$ cat src/esc_throttle_safety_limiter_top_defines.svh
// assertion macros for the throttle safety limiter
`ifndef ESC_THROTTLE_SAFETY_LIMITER_TOP_DEFINES_SVH
`define ESC_THROTTLE_SAFETY_LIMITER_TOP_DEFINES_SVH

// same-cycle implication, checked out of reset
`define ETSL_ASSERT_NOW(label, ante, cons) \
    label: assert property (@(posedge i_clk) disable iff (!i_rst_n) (ante) |-> (cons)) \
        else $error("etsl same-cycle check failed");

// next-cycle implication, checked out of reset
`define ETSL_ASSERT_NEXT(label, ante, cons) \
    label: assert property (@(posedge i_clk) disable iff (!i_rst_n) (ante) |=> (cons)) \
        else $error("etsl next-cycle check failed");

`endif

$ cat src/etsl_pkg.sv
// shared types and constants for the throttle safety limiter
`default_nettype none

package etsl_pkg;

    // led command codes
    typedef enum logic [1:0] {
        LED_NONE  = 2'd0,
        LED_RED   = 2'd1,
        LED_GREEN = 2'd2
    } t_led;

    // configuration register indexes
    localparam logic [2:0] CFG_BATTERY_MIN_MV   = 3'd0;
    localparam logic [2:0] CFG_ESC_MAX_TEMP     = 3'd1;
    localparam logic [2:0] CFG_MOTOR_MAX_TEMP   = 3'd2;
    localparam logic [2:0] CFG_CURRENT_LIMIT    = 3'd3;
    localparam logic [2:0] CFG_RECOVERY_PERCENT = 3'd4;
    localparam logic [2:0] CFG_PULSE_MIN_US     = 3'd5;
    localparam logic [2:0] CFG_PULSE_MAX_US     = 3'd6;
    localparam logic [2:0] CFG_LIMIT_ENABLE     = 3'd7;

    // limiter constants
    localparam logic [6:0]  LOW_THROTTLE_CUTOFF = 7'd5;
    localparam logic [31:0] CLAMP_AFTER_MS      = 32'd10000;
    localparam logic [31:0] REDUCE_AFTER_MS     = 32'd3000;
    localparam logic [6:0]  REDUCE_STEP         = 7'd10;

    // divide by 100 for values below 2^19: (x * RECIP_100) >> RECIP_SHIFT
    localparam int          RECIP_SHIFT = 26;
    localparam logic [19:0] RECIP_100   = 20'd671089;

    // pulse ceiling
    localparam logic [11:0] PULSE_MAX = 12'd4095;

endpackage

`default_nettype wire

$ cat src/esc_throttle_safety_limiter_top.sv
// throttle safety limiter: three-stage pipeline from telemetry request to pulse result
//
// One request per control tick enters on i_valid / o_stall with telemetry, throttle
// state and time; one result leaves on o_valid / i_stall with the enable flag,
// pulse width, led command, ramp-down and cruise-cancel requests.
// The request passes the input register, the decision stage (limiting, output-enable
// and overcurrent state, percent times span) and the scaling stage (divide by 100
// through a reciprocal multiply, offset, saturate) into the result register.
// Throughput is one request per cycle while i_stall is low; the enable flag and
// overcurrent timer are updated as a request leaves the input register, so the
// next request sees them. When the receiver holds i_stall each stage keeps its
// request and o_stall rises once the input register is full and cannot move;
// bubbles are squeezed out. Configuration writes use i_cfg_valid / o_cfg_ready
// (always ready) and must be made while no request is in flight.
// Synchronous active-low reset empties the pipeline, detaches the output, clears
// the overcurrent timer and loads the register defaults.
`default_nettype none

module esc_throttle_safety_limiter_top (
    input  wire logic        i_clk,
    input  wire logic        i_rst_n,
    // configuration
    input  wire logic        i_cfg_valid,
    output logic             o_cfg_ready,
    input  wire logic [2:0]  i_cfg_index,
    input  wire logic [15:0] i_cfg_data,
    // request channel
    input  wire logic        i_valid,
    output logic             o_stall,
    input  wire logic        i_link_ready,
    input  wire logic [15:0] i_battery_mv,
    input  wire logic [7:0]  i_esc_temp,
    input  wire logic [7:0]  i_motor_temp,
    input  wire logic [15:0] i_current_reading,
    input  wire logic [6:0]  i_throttle_percent,
    input  wire logic        i_armed,
    input  wire logic        i_ramp_active,
    input  wire logic [6:0]  i_ramp_percent,
    input  wire logic        i_cruise_active,
    input  wire logic [6:0]  i_cruise_percent,
    input  wire logic [31:0] i_now_ms,
    // result channel
    output logic             o_valid,
    input  wire logic        i_stall,
    output logic             o_output_enabled,
    output logic             o_pulse_valid,
    output logic [11:0]      o_pulse_us,
    output logic [1:0]       o_led_command,
    output logic             o_ramp_to_zero,
    output logic             o_cancel_cruise
);

    `include "esc_throttle_safety_limiter_top_defines.svh"

    // configuration registers
    logic [15:0] r_battery_min_mv;
    logic [7:0]  r_esc_max_temp;
    logic [7:0]  r_motor_max_temp;
    logic [15:0] r_current_limit;
    logic [6:0]  r_recovery_percent;
    logic [11:0] r_pulse_min_us;
    logic [11:0] r_pulse_max_us;
    logic        r_limit_enable;

    // block state
    logic        r_attached;
    logic        n_attached;
    logic        r_oc_seen;
    logic        n_oc_seen;
    logic [31:0] r_oc_start;
    logic [31:0] n_oc_start;

    // input register
    logic        r_in_v;
    logic        r_in_link;
    logic [15:0] r_in_batt;
    logic [7:0]  r_in_etemp;
    logic [7:0]  r_in_mtemp;
    logic [15:0] r_in_cur;
    logic [6:0]  r_in_thr;
    logic        r_in_armed;
    logic        r_in_ramp_on;
    logic [6:0]  r_in_ramp_p;
    logic        r_in_cruise_on;
    logic [6:0]  r_in_cruise_p;
    logic [31:0] r_in_now;

    // decision stage register
    logic        r_s1_v;
    logic        r_s1_att;
    logic        r_s1_pvalid;
    etsl_pkg::t_led r_s1_led;
    logic        r_s1_rz;
    logic        r_s1_cancel;
    logic [18:0] r_s1_mag;
    logic        r_s1_neg;

    // result register
    logic        r_o_v;
    logic        r_o_att;
    logic        r_o_pvalid;
    logic [11:0] r_o_pulse;
    etsl_pkg::t_led r_o_led;
    logic        r_o_rz;
    logic        r_o_cancel;

    // pipeline flow
    logic        out_load;
    logic        s1_load;
    logic        in_move;
    logic        in_accept;

    // decision stage logic
    logic        low_batt;
    logic        temp_hot;
    logic        over_cur;
    logic [31:0] elapsed;
    logic        pvalid;
    etsl_pkg::t_led led;
    logic        rz;
    logic        cancel;
    logic [6:0]  pct;
    logic [6:0]  thr_clamp;
    logic [6:0]  thr_reduced;
    logic signed [12:0] span;
    logic [11:0] span_mag;
    logic [18:0] mag;

    // scaling stage logic
    logic [38:0] quot_full;
    logic [12:0] quot;
    logic signed [14:0] pulse_s;
    logic [11:0] pulse_sat;

    // flow control: every stage moves when the one after it is free or moving
    assign out_load  = !r_o_v || !i_stall;
    assign s1_load   = !r_s1_v || out_load;
    assign in_move   = r_in_v && s1_load;
    assign o_stall   = r_in_v && !s1_load;
    assign in_accept = i_valid && !o_stall;

    assign o_cfg_ready = 1'b1;

    // configuration registers
    always_ff @(posedge i_clk) begin
        if (!i_rst_n) begin
            r_battery_min_mv   <= 16'd42000;
            r_esc_max_temp     <= 8'd110;
            r_motor_max_temp   <= 8'd120;
            r_current_limit    <= 16'd1400;
            r_recovery_percent <= 7'd30;
            r_pulse_min_us     <= 12'd1000;
            r_pulse_max_us     <= 12'd2000;
            r_limit_enable     <= 1'b1;
        end else if (i_cfg_valid) begin
            unique case (i_cfg_index)
                etsl_pkg::CFG_BATTERY_MIN_MV:   r_battery_min_mv   <= i_cfg_data;
                etsl_pkg::CFG_ESC_MAX_TEMP:     r_esc_max_temp     <= i_cfg_data[7:0];
                etsl_pkg::CFG_MOTOR_MAX_TEMP:   r_motor_max_temp   <= i_cfg_data[7:0];
                etsl_pkg::CFG_CURRENT_LIMIT:    r_current_limit    <= i_cfg_data;
                etsl_pkg::CFG_RECOVERY_PERCENT: r_recovery_percent <= i_cfg_data[6:0];
                etsl_pkg::CFG_PULSE_MIN_US:     r_pulse_min_us     <= i_cfg_data[11:0];
                etsl_pkg::CFG_PULSE_MAX_US:     r_pulse_max_us     <= i_cfg_data[11:0];
                etsl_pkg::CFG_LIMIT_ENABLE:     r_limit_enable     <= i_cfg_data[0];
                default: ;
            endcase
        end
    end

    // input register
    always_ff @(posedge i_clk) begin
        if (!i_rst_n) begin
            r_in_v <= 1'b0;
        end else if (in_accept) begin
            r_in_v <= 1'b1;
        end else if (in_move) begin
            r_in_v <= 1'b0;
        end
    end

    always_ff @(posedge i_clk) begin
        if (in_accept) begin
            r_in_link      <= i_link_ready;
            r_in_batt      <= i_battery_mv;
            r_in_etemp     <= i_esc_temp;
            r_in_mtemp     <= i_motor_temp;
            r_in_cur       <= i_current_reading;
            r_in_thr       <= i_throttle_percent;
            r_in_armed     <= i_armed;
            r_in_ramp_on   <= i_ramp_active;
            r_in_ramp_p    <= i_ramp_percent;
            r_in_cruise_on <= i_cruise_active;
            r_in_cruise_p  <= i_cruise_percent;
            r_in_now       <= i_now_ms;
        end
    end

    // limiter conditions
    assign low_batt = r_in_link && (r_in_batt <= r_battery_min_mv);
    assign temp_hot = (r_in_link && (r_in_etemp >= r_esc_max_temp))
                      || (r_in_mtemp >= r_motor_max_temp);
    assign over_cur = r_in_link && (r_in_cur >= r_current_limit);
    assign elapsed  = r_in_now - r_oc_start;
    assign thr_clamp   = (r_in_thr < r_recovery_percent) ? r_in_thr : r_recovery_percent;
    assign thr_reduced = (r_in_thr > etsl_pkg::REDUCE_STEP)
                         ? (r_in_thr - etsl_pkg::REDUCE_STEP) : 7'd0;

    // enable flag, led, throttle choice and overcurrent timer
    always_comb begin
        n_attached = r_attached;
        n_oc_seen  = r_oc_seen;
        n_oc_start = r_oc_start;
        pvalid     = 1'b0;
        led        = etsl_pkg::LED_NONE;
        rz         = 1'b0;
        cancel     = 1'b0;
        pct        = r_in_thr;
        if (low_batt && r_attached && !r_in_ramp_on
                && (r_in_thr < etsl_pkg::LOW_THROTTLE_CUTOFF)) begin
            // throttle already near zero: detach quietly
            n_attached = 1'b0;
        end else if (low_batt && !r_attached) begin
            // detached on low battery: nothing written
            n_attached = 1'b0;
        end else begin
            if (low_batt && !r_in_ramp_on) begin
                led = etsl_pkg::LED_RED;
                rz  = 1'b1;
            end
            if (!r_in_armed) begin
                if (r_attached) begin
                    n_attached = 1'b0;
                    led        = etsl_pkg::LED_RED;
                end
            end else begin
                if (!r_attached) begin
                    n_attached = 1'b1;
                    led        = etsl_pkg::LED_GREEN;
                end
                pvalid = 1'b1;
                if (r_in_ramp_on) begin
                    pct = r_in_ramp_p;
                end else if (r_in_cruise_on) begin
                    pct = r_in_cruise_p;
                end
                if (r_limit_enable) begin
                    if (temp_hot) begin
                        cancel = 1'b1;
                        pct    = thr_clamp;
                    end else if (over_cur) begin
                        cancel = 1'b1;
                        if (!r_oc_seen) begin
                            n_oc_seen  = 1'b1;
                            n_oc_start = r_in_now;
                            pct        = r_in_thr;
                        end else if (elapsed > etsl_pkg::CLAMP_AFTER_MS) begin
                            pct = thr_clamp;
                        end else if (elapsed > etsl_pkg::REDUCE_AFTER_MS) begin
                            pct = thr_reduced;
                        end else begin
                            pct = r_in_thr;
                        end
                    end else begin
                        n_oc_seen = 1'b0;
                    end
                end
            end
        end
    end

    // percent times pulse span, kept as magnitude and sign
    assign span     = $signed({1'b0, r_pulse_max_us}) - $signed({1'b0, r_pulse_min_us});
    assign span_mag = span[12] ? 12'(-span) : span[11:0];
    assign mag      = 19'(pct) * 19'(span_mag);

    // state update as a request leaves the input register
    always_ff @(posedge i_clk) begin
        if (!i_rst_n) begin
            r_attached <= 1'b0;
            r_oc_seen  <= 1'b0;
        end else if (in_move) begin
            r_attached <= n_attached;
            r_oc_seen  <= n_oc_seen;
        end
    end

    always_ff @(posedge i_clk) begin
        if (in_move) begin
            r_oc_start <= n_oc_start;
        end
    end

    // decision stage register
    always_ff @(posedge i_clk) begin
        if (!i_rst_n) begin
            r_s1_v <= 1'b0;
        end else if (s1_load) begin
            r_s1_v <= r_in_v;
        end
    end

    always_ff @(posedge i_clk) begin
        if (in_move) begin
            r_s1_att    <= n_attached;
            r_s1_pvalid <= pvalid;
            r_s1_led    <= led;
            r_s1_rz     <= rz;
            r_s1_cancel <= cancel;
            r_s1_mag    <= mag;
            r_s1_neg    <= span[12];
        end
    end

    // divide by 100 toward zero, add offset, saturate to the pulse range
    assign quot_full = 39'(r_s1_mag) * 39'(etsl_pkg::RECIP_100);
    assign quot      = quot_full[etsl_pkg::RECIP_SHIFT +: 13];
    assign pulse_s   = (r_s1_neg ? -$signed({2'b00, quot}) : $signed({2'b00, quot}))
                       + $signed({3'b000, r_pulse_min_us});

    always_comb begin
        if (pulse_s < 0) begin
            pulse_sat = 12'd0;
        end else if (pulse_s > $signed({3'b000, etsl_pkg::PULSE_MAX})) begin
            pulse_sat = etsl_pkg::PULSE_MAX;
        end else begin
            pulse_sat = pulse_s[11:0];
        end
    end

    // result register
    always_ff @(posedge i_clk) begin
        if (!i_rst_n) begin
            r_o_v <= 1'b0;
        end else if (out_load) begin
            r_o_v <= r_s1_v;
        end
    end

    always_ff @(posedge i_clk) begin
        if (out_load && r_s1_v) begin
            r_o_att    <= r_s1_att;
            r_o_pvalid <= r_s1_pvalid;
            r_o_pulse  <= r_s1_pvalid ? pulse_sat : 12'd0;
            r_o_led    <= r_s1_led;
            r_o_rz     <= r_s1_rz;
            r_o_cancel <= r_s1_cancel;
        end
    end

    assign o_valid          = r_o_v;
    assign o_output_enabled = r_o_att;
    assign o_pulse_valid    = r_o_pvalid;
    assign o_pulse_us       = r_o_pulse;
    assign o_led_command    = r_o_led;
    assign o_ramp_to_zero   = r_o_rz;
    assign o_cancel_cruise  = r_o_cancel;

    // result consistency checks
    `ETSL_ASSERT_NOW(a_pulse_needs_enable, o_valid && o_pulse_valid, o_output_enabled)
    `ETSL_ASSERT_NOW(a_no_pulse_is_zero, o_valid && !o_pulse_valid, o_pulse_us == 12'd0)
    `ETSL_ASSERT_NOW(a_green_means_pulse, o_valid && (o_led_command == etsl_pkg::LED_GREEN), o_pulse_valid && o_output_enabled)
    `ETSL_ASSERT_NOW(a_ramp_zero_is_red, o_valid && o_ramp_to_zero, o_led_command == etsl_pkg::LED_RED)
    `ETSL_ASSERT_NOW(a_cancel_needs_pulse, o_valid && o_cancel_cruise, o_pulse_valid)
    `ETSL_ASSERT_NEXT(a_state_holds_when_stuck, !in_move, $stable(r_attached) && $stable(r_oc_seen))

endmodule

`default_nettype wire
$ cat config.mk
export PLATFORM = sky130hd
export DESIGN_NAME = esc_throttle_safety_limiter_top
export DESIGN_NICKNAME = d
export VERILOG_FILES = /design/src/etsl_pkg.sv /design/src/esc_throttle_safety_limiter_top.sv
export VERILOG_INCLUDE_DIRS = /design/src /design/src/src
export SDC_FILE = /design/constraint.sdc
export NUM_CORES = 1
export LEC_CHECK = 0
export ABC_AREA = 0
export BUFFER_PORTS_ARGS = -buffer_cell sky130_fd_sc_hd__buf_2
export CORE_MARGIN = 3
export CORE_UTILIZATION = 68
export DETAILED_ROUTE_END_ITERATION = 16
export PLACE_DENSITY = 0.91
export SYNTH_ARGS = -nofsm -noshare
export SYNTH_HDL_FRONTEND = slang
export SYNTH_SLANG_ARGS = --single-unit
$ cat constraint.sdc
create_clock -name i_clk -period 21.7 [get_ports i_clk]
set_clock_uncertainty 0.05 [all_clocks]
set_input_delay 4.34 -clock i_clk [delete_from_list [all_inputs] [get_ports i_clk]]
set_output_delay 4.34 -clock i_clk [all_outputs]
set_load 0.02 [all_outputs]
=== Word level (Yosys, flattened, before mapping) ===
Index checks and enable logic that the tools add are counted.

* Flip-flop bits (word level): 264
* Word-level logic and storage cells: 135

* Add/subtract/negate cells: 6
* $mul: 2
* Order comparisons: 11
* Eq/ne operators: 7
* Multiplexer cells: 28
* Bitwise operators: 7
* Reductions and logical operators: 37

{| class="wikitable"
|+ Operator list
! kind !! count
|-
| 2-to-1 mux 7 bit || 13
|-
| multiplier 19 x 20 -> 39 bit, second input constant || 1
|-
| > comparator 32 x 12 -> 1 bit, second input constant || 1
|-
| > comparator 32 x 14 -> 1 bit, second input constant || 1
|-
| subtractor 32 bit || 1
|-
| 2-to-1 mux 12 bit || 2
|-
| multiplier 7 x 12 -> 19 bit || 1
|-
| greater-or-equal comparator 16 bit || 1
|-
| greater-or-equal comparator 8 bit || 2
|-
| <= comparator 16 bit || 1
|-
| AND reduction 2 bit || 8
|-
| adder 15 x 13 -> 15 bit || 1
|-
| > comparator 15 x 13 -> 1 bit, second input constant || 1
|-
| less-than comparator 15 x 1 -> 1 bit, second input constant || 1
|-
| 2-to-1 mux 15 bit || 1
|-
| negation 13 -> 15 bit || 1
|-
| subtractor 12 x 12 -> 13 bit || 1
|-
| equality test 3 bit, second input constant || 4
|-
| logical AND 1 bit || 12
|-
| negation 12 bit || 1
|-
| 2-to-1 mux 1 bit || 9
|-
| AND reduction 8 bit || 1
|-
| > comparator 7 x 4 -> 1 bit, second input constant || 1
|-
| zero test 1 bit || 7
|-
| 13 further kinds || 25
|}

=== Depth between registers and ports, before layout ===
Gate-level depths: netlist of run 1.

* Depth after elaboration: 12
* Mapped depth: 38

=== Worst setup path after synthesis of run 1 ===
OpenSTA, ideal clock, no wires.

* Kind: input port to flip-flop
* From: in i_stall
* To: reg r_in_armed (enable)
* Setup time: 580 ps
* Data arrival time: 9400 ps
* Setup slack: 11670 ps
* Stages on the path: 3
* Path buffers: 0
* Cell sequence: and3_1 -> and2_1 -> nor2b_1

* Cells in the longest elaborated chain, start to end: 7

{| class="wikitable"
|+ Ends and longest elaborated chain
! item !! RTL line !! text
|-
| start, declared || esc_throttle_safety_limiter_top.sv:44 || <nowiki>input wire logic i_stall,</nowiki>
|-
| zero test 1 bit || esc_throttle_safety_limiter_top.sv:136 || <nowiki>assign out_load = !r_o_v || !i_stall;</nowiki>
|-
| logical OR 1 bit || esc_throttle_safety_limiter_top.sv:136 ||
|-
| logical OR 1 bit || esc_throttle_safety_limiter_top.sv:137 || <nowiki>assign s1_load = !r_s1_v || out_load;</nowiki>
|-
| zero test 1 bit || esc_throttle_safety_limiter_top.sv:139 || <nowiki>assign o_stall = r_in_v && !s1_load;</nowiki>
|-
| logical AND 1 bit || esc_throttle_safety_limiter_top.sv:139 ||
|-
| via o_stall || esc_throttle_safety_limiter_top.sv:29 || <nowiki>output logic o_stall,</nowiki>
|-
| zero test 1 bit || esc_throttle_safety_limiter_top.sv:140 || <nowiki>assign in_accept = i_valid && !o_stall;</nowiki>
|-
| logical AND 1 bit || esc_throttle_safety_limiter_top.sv:140 ||
|-
| via in_accept || esc_throttle_safety_limiter_top.sv:111 || <nowiki>logic in_accept;</nowiki>
|-
| end signal, assigned || esc_throttle_safety_limiter_top.sv:189 || <nowiki>r_in_armed <= i_armed;</nowiki>
|-
| end, declared || esc_throttle_safety_limiter_top.sv:81 || <nowiki>logic r_in_armed;</nowiki>
|}

The timed path passes the listed nets, and every way through them passes these cells.
A chain may end at the register's enable or synchronous reset.

=== Final worst setup path of run 1 ===
* From: reg r_s1_mag[10]
* To: reg r_o_pulse[0] (netlist: o_pulse_us[0]), data pin

* Cells in the longest elaborated chain, start to end: 6

{| class="wikitable"
|+ Ends and longest elaborated chain
! item !! RTL line !! text
|-
| start, declared || esc_throttle_safety_limiter_top.sv:95 || <nowiki>logic [18:0] r_s1_mag;</nowiki>
|-
| start signal, assigned || esc_throttle_safety_limiter_top.sv:309 || <nowiki>r_s1_mag <= mag;</nowiki>
|-
| multiplier 19 x 20 -> 39 bit * || esc_throttle_safety_limiter_top.sv:315 || <nowiki>assign quot_full = 39'(r_s1_mag) * 39'(etsl_pkg::RECIP_100);</nowiki>
|-
| negation 13 -> 15 bit || esc_throttle_safety_limiter_top.sv:317 || <nowiki>assign pulse_s = (r_s1_neg ? -$signed({2'b00, quot}) : $signed({2'b00, quot}))</nowiki>
|-
| 2-to-1 mux 15 bit * || esc_throttle_safety_limiter_top.sv:317 ||
|-
| adder 15 x 13 -> 15 bit * || esc_throttle_safety_limiter_top.sv:318 || <nowiki>+ $signed({3'b000, r_pulse_min_us});</nowiki>
|-
| > comparator 15 x 13 -> 1 bit / less-than comparator 15 x 1 -> 1 bit (equally long branches) || esc_throttle_safety_limiter_top.sv:323, esc_throttle_safety_limiter_top.sv:321 ||
|-
| 2-to-1 mux 12 bit / OR reduction 2 bit (equally long branches) || -- ||
|-
| end signal, assigned || esc_throttle_safety_limiter_top.sv:343 || <nowiki>r_o_pulse <= r_s1_pvalid ? pulse_sat : 12'd0;</nowiki>
|-
| end, declared || esc_throttle_safety_limiter_top.sv:102 || <nowiki>logic [11:0] r_o_pulse;</nowiki>
|}

Mark *: on every way between the ends. The rest lies on a longest branch, timed or not.

==> results of run 1 <==
-- kinds of logic after synthesis --
family	share of synthesized area
AND/OR/NAND/NOR	0.124
AO/OA/AOI/OAI	0.142
multiplexers	0.0103
XOR/XNOR	0.0321
other	0.000158
adder cells (fa/ha/maj)	0.314
buffers and inverters	0.0801
flip-flops	0.298
-- per-layer routing --
| metal | vias to the layer above | global-route usage | routed length (µm) |
|---|---|---|---|
| met5 | - | 0 | 7 |
| met4 | 2 | 0.120 | 2310 |
| met3 | 164 | 0.0481 | 4300 |
| met2 | 845 | 0.554 | 28900 |
| met1 | 8973 | 0.408 | 23400 |
| li1 | 8643 | - | - |
-- flip-flops by register name (all words and copies together), names as in the netlist, 8 cells and up --
| signal | count |
|---|---|
| r_pulse_max_us | 12 |
| r_in_now | 32 |
| r_s1_mag | 19 |
| r_battery_min_mv | 16 |
| r_pulse_min_us | 12 |
| r_oc_start | 32 |
| r_in_batt | 16 |
| r_esc_max_temp | 8 |
| r_motor_max_temp | 8 |
| o_pulse_us | 12 |
| r_current_limit | 16 |
| r_in_etemp | 8 |
| r_in_cur | 16 |
| r_in_mtemp | 8 |
-- final timing paths --
| path | slack (ps) | end | cells past startpoint | startpoint |
|---|---|---|---|---|
| max reg2reg | 11750 | o_pulse_us[0]$_SDFFCE_PP0P_ | 33 | r_s1_mag[10]$_DFFE_PP_ |
| min reg2reg | 390 | o_cancel_cruise$_DFFE_PP_ | 0 | r_s1_cancel$_SDFFCE_PP0P_ |
| min | 390 | o_cancel_cruise$_DFFE_PP_ | 0 | r_s1_cancel$_SDFFCE_PP0P_ |
| max | 11750 | o_pulse_us[0]$_SDFFCE_PP0P_ | 33 | r_s1_mag[10]$_DFFE_PP_ |
-- placed cells by master, fill, tap and decap left out, drive strengths merged, types with 18 or more instances in the layout --
| master | synthesis | final |
|---|---|---|
| inv | 426 | 428 |
| ha | 311 | 311 |
| buf | 21 | 157 |
| dfxtp | 85 | 85 |
| o21a | 19 | 19 |
| nor2b | 18 | 18 |
| or3 | 21 | 21 |
| fa | 178 | 178 |
| xnor2 | 53 | 53 |
| edfxtp | 179 | 179 |
| o21ai | 85 | 85 |
| nand4 | 20 | 20 |
| nor2 | 126 | 126 |
| mux2i | 21 | 21 |
| a211oi | 21 | 21 |
| xor2 | 34 | 34 |
| nand3 | 36 | 36 |
| nor3 | 39 | 39 |
| a21boi | 50 | 50 |
| nand2b | 35 | 35 |
| clkbuf | 47 | 41 |
| nand2 | 240 | 240 |
| a21o | 32 | 32 |
| a21oi | 114 | 114 |
| o211ai | 49 | 49 |
-- area by class of cell --
cell class              instances  area [µm²]  share of cell area
inverters                     428        1610              0.0625
repair buffers                157         808              0.0314
multi-input cells            1706       14800               0.576
flip-flops and latches        264        7080               0.275
clock inverters                 9         118             0.00457
well taps                     448         561              0.0218
clock buffers                  41         738              0.0287
-- critical path, delay by kind of cell (launching register included) --
family          cells  cell delay (ps)
compound gates      5             1720
flops               1              550
buf+inv             5              330
xor+xnor            2              330
simple gates       11             2290
fa+ha+maj           9             4080
mux                 1              290
-- stage by stage --
stage	worst slack [ps]	utilization
floorplan	11670	-
global placement	12230	0.732
detailed placement	11850	0.732
CTS	11840	0.757
global route	11040	0.757
finish	11750	0.757
==> reports/results.ini, run 1 <==
[logic_synthesis]
synth.most_common_cell=inv_1
synth.top_cells.by_area=edfxtp_1, ha_1, fa_1
ys.flop_type=edfxtp_1
syn_area_um2=23800
synthArstFlopShare=0
syn_inst=2466
syn_avg_cell_area_um2=9.64
synth_top_area_cell=edfxtp_1
synth.top_cell.area_share=0.226
synth_common_cells=inv_1, ha_1, nand2_1, edfxtp_1, fa_1
synth_edf_count=179
syn_nets=3084
synth_seq_area_share=0.298
ys_seq_elements=264
yosysWarnings=0
yosysUniqueCellTypes=94

[grt]
grt_pass1_vias=19000
grt.total_usage=0.320
grt_pass1_wl_um=94600
antenna_found_initial=1
grt_overflow=0
grt_max_degree=86

[route]
wl_per_cell_um=19.3
dr.pass1.iters=6
ant_nets=0
drc=0
vias=18600
dr.first_iter.drc_count=1575
wirelength_um=58900
routed_via_density=6.10

[place]
dp_hpwl_um=47000
gp_congestion=0.980
numPortBuffers=148
dpl_cell_area_um2=24900
dpl.cell_count=3003

[die]
die-width_um=193
die_y_um=193
io_pins=150
dieArea_um2=37200
start_util=0.700
rows=67
core_area_um2=34000

[sta]
whs_ps=392
setup_viol=0
maxSlewViolCount=0
rsz0062_at_grt=no
hold_violations=0
tightest_slew_ps=1220
fin_crit_ps=9950
slew_headroom=0.183
period_share=0.458
setup_tns_ps=0
fmaxAchievable_mhz=101

[worst_setup_path]
path_common_cell=fa_1
arrival_ps=10150
cp_max_fo=11
cp-end-kind=flop
cp_slowest_cell=o2bb2ai_1
path_class=flop to flop
crit_path_start_kind=flop
cpPeakStageDelay_ps=930
required_ps=21910

[clock_network]
post_cts_resized=0
clk_latency_ps=570
cts_inserted_buffers=27
hold_buffers=0
clk_path_buf_depth=3
cts.sinks=264
cts_root_buf=clkbuf_16
post_cts_buffers=0
cts_tree=built
path_clk_slew_ps=60
h-tree-depth=1

[cells_and_area]
diodes=0
final_cell_area_um2=25700
n_fill_cell=2341
nets=3202
drive_gt1_frac=0.0960
stdcell_count=3053
syn_to_final_growth_pct=8.18

[run]
max-cap-violations=0

[min_path]
hold_class=flop to flop

[run_status]
status=finished, final reports clean

Power of run 1 is not shown: default switching activity piles up to over one toggle a cycle in this logic, so the estimate is an artifact.
==> run 2: changes to the inputs <==
--- a/config.mk
+++ b/config.mk
@@ -9,9 +9,9 @@
 export ABC_AREA = 0
 export BUFFER_PORTS_ARGS = -buffer_cell sky130_fd_sc_hd__buf_2
 export CORE_MARGIN = 3
-export CORE_UTILIZATION = 68
+export CORE_UTILIZATION = 57
 export DETAILED_ROUTE_END_ITERATION = 16
-export PLACE_DENSITY = 0.91
+export PLACE_DENSITY = 0.82
 export SYNTH_ARGS = -nofsm -noshare
 export SYNTH_HDL_FRONTEND = slang
 export SYNTH_SLANG_ARGS = --single-unit
==> constraint.sdc (replaced) <==
create_clock -name i_clk -period 8.8 [get_ports i_clk]
set_clock_uncertainty 0.05 [all_clocks]
set_input_delay 1.76 -clock i_clk [delete_from_list [all_inputs] [get_ports i_clk]]
set_output_delay 1.76 -clock i_clk [all_outputs]
set_load 0.02 [all_outputs]
==> run 2 against run 1 <==
Effect of this change: final cell count grew 5.9%; fmax grew 13%; wire length grew 3.2%.
==> reports/results.ini, run 2 (synthesized netlist as in run 1, its figures left out) <==
[run_status]
status=finished, final reports clean

[worst_setup_path]
cp-end-kind=flop
r2r_end=o_pulse_us[11]$_SDFFCE_PP0P_
path_class=flop to flop
rr_startpoint=r_s1_mag[8]$_DFFE_PP_
r2r_cells=31  ; -6.1%
cpPeakStageDelay_ps=650  ; -280 ps
cp_max_fo=6  ; -5
r2r_slack_ps=20  ; -11740 ps
crit_path_start_kind=flop
cp_slowest_cell=fa_2
required_ps=9060  ; -12850 ps
path_common_cell=fa_1
arrival_ps=9040  ; -1110 ps

[sta]
setup_viol=0  ; unchanged
tightest_slew_ps=1250  ; +31.0 ps
setup_slack_ps=17.3  ; -11740 ps
maxSlewViolCount=0  ; unchanged
hold_violations=0  ; unchanged
fmaxAchievable_mhz=114  ; +13%
period_share=0.998  ; +0.540
rsz0062_at_grt=yes
fin_crit_ps=8780  ; -1160 ps
slew_headroom=0.163  ; -0.0201

[clock_network]
clk_path_buf_depth=3  ; unchanged
cts_tree=built
h-tree-depth=1  ; unchanged
cts_inserted_buffers=29  ; +7.4%
clk_latency_ps=590  ; +20 ps
cts.sinks=264  ; unchanged
cts_root_buf=clkbuf_16
path_clk_slew_ps=70  ; about the same

[min_path]
hold_path_depth=0  ; unchanged
worstHoldStart=r_s1_rz$_SDFFCE_PP0P_
hold_class=flop to flop
min_to=o_ramp_to_zero$_DFFE_PP_

[cells_and_area]
drive_gt1_frac=0.163  ; +0.0669
final_cell_area_um2=27200  ; +5.8%
n_fill_cell=3167  ; +35%
diodes=0  ; unchanged
final_cell_mix=inv_1, ha_1, nand2_1
reg.largest.list=r_in_now: 32 flops, r_oc_start: 32 flops, r_s1_mag: 19 flops
final_common_cell=inv_1
syn_to_final_growth_pct=14.5
nets=3297  ; +3.0%
post-route-util=0.663  ; -0.0939
stdcell_count=3234  ; +5.9%

[grt]
grt_pass1_wl_um=96400  ; +1.8%
grt.total_usage=0.267  ; -0.0524
grt_overflow=0  ; unchanged
grt_pass1_vias=19300  ; +1.8%
antenna_found_initial=2  ; +1
grt_max_degree=86  ; unchanged

[route]
drc=0  ; unchanged
routed_via_density=5.80  ; -4.9%
vias=18800  ; +0.76%
ant_nets=0  ; unchanged
wirelength_um=60700  ; +3.2%
dr.first_iter.drc_count=1243  ; -21%
wl_per_cell_um=18.8  ; -2.6%
dr.pass1.iters=6  ; unchanged

[place]
dpl_cell_area_um2=25400  ; +2.3%
dpl.cell_count=3148  ; +4.8%
dp_hpwl_um=47900  ; +1.8%
numPortBuffers=148  ; unchanged
gp_congestion=0.979  ; -0.10%
pre_cts_slack_ps=-174  ; -12030 ps

[die]
die_y_um=210  ; +8.9%
io_pins=150  ; unchanged
rows=74  ; +10%
start_util=0.580  ; -0.121
die-width_um=210  ; +8.9%
core_area_um2=41000  ; +21%
dieArea_um2=44200  ; +19%

[run]
max-cap-violations=0  ; unchanged

run 2: cell count changes in the layout (fill, tap and decap cells not counted), sizes merged:
cell / previous run / this run
buf: 157 / 249
clkinv: 7 / 12
clkbuf: 41 / 39
bufinv: 2 / 3
clkinvlp: 0 / 1
run 2: repair_timing:
item | in CTS | in global routing
cloned | 1 | 1
pin swaps | 19 | 67
buffers inserted | 10 | 21
hold buffers | 0 | 0
setup endpoints to repair | 13 | 18
gates resized for setup | 23 | 106
endpoints found under the hold margin | 0 | 0
run 2: worst max-delay path by stage:
stage	end	depth (start not counted)	slack (ps)	from
2_1_floorplan	o_pulse_us[10]$_SDFFCE_PP0P_	34	160	r_s1_mag[10]$_DFFE_PP_
3_3_place_gp	o_pulse_us[10]$_SDFFCE_PP0P_	36	30	r_s1_mag[16]$_DFFE_PP_
3_5_place_dp	o_pulse_us[5]$_SDFFCE_PP0P_	35	-170	r_s1_mag[16]$_DFFE_PP_
4_1_cts	r_s1_mag[18]$_DFFE_PP_	35	40	r_in_now[0]$_DFFE_PP_
5_1_grt	o_pulse_us[11]$_SDFFCE_PP0P_	31	-280	r_s1_mag[8]$_DFFE_PP_
6_report	o_pulse_us[11]$_SDFFCE_PP0P_	31	20	r_s1_mag[8]$_DFFE_PP_
run 2: metal layers:
| layer | routed length, µm | vias to the layer above | share of wire | track usage |
|---|---|---|---|---|
| met5 | 7 | - | 0.00012 | 0 |
| met3 | 3470 | 156 | 0.057 | 0.0311 |
| met1 | 25100 | 9097 | 0.41 | 0.344 |
| met4 | 2600 | 2 | 0.043 | 0.0897 |
| li1 | - | 8867 | - | - |
| met2 | 29500 | 647 | 0.49 | 0.471 |
run 2: per-stage QoR:
| step | hold WS, ps | setup TNS (ps) |
|---|---|---|
| after CTS | 369 | 0 |
| final | 368 | 0 |
| after global routing | 376 | -3150 |
| after floorplan | 350 | 0 |
| after global placement | 362 | 0 |
| after detailed placement | 355 | -1940 |
run 2: critical path, delay by kind of cell (launching register included):
| kind | cells | cell delay [ps] |
|---|---|---|
| fa+ha+maj | 8 | 3740 |
| xor+xnor | 1 | 220 |
| flops | 1 | 530 |
| compound gates | 11 | 1920 |
| buf+inv | 5 | 530 |
| simple gates | 6 | 1510 |
run 2: final cells by class:
type | instances | area (µm²) | share of cell area
Sequential cell | 264 | 7080 | 0.260
Inverter | 428 | 1610 | 0.0590
Tap cell | 532 | 666 | 0.0245
Clock buffer | 38 | 769 | 0.0283
Timing Repair Buffer | 250 | 1570 | 0.0576
Multi-Input combinational cell | 1706 | 15400 | 0.564
Clock inverter | 16 | 176 | 0.00648
Power of run 2 is left out for the same reason.
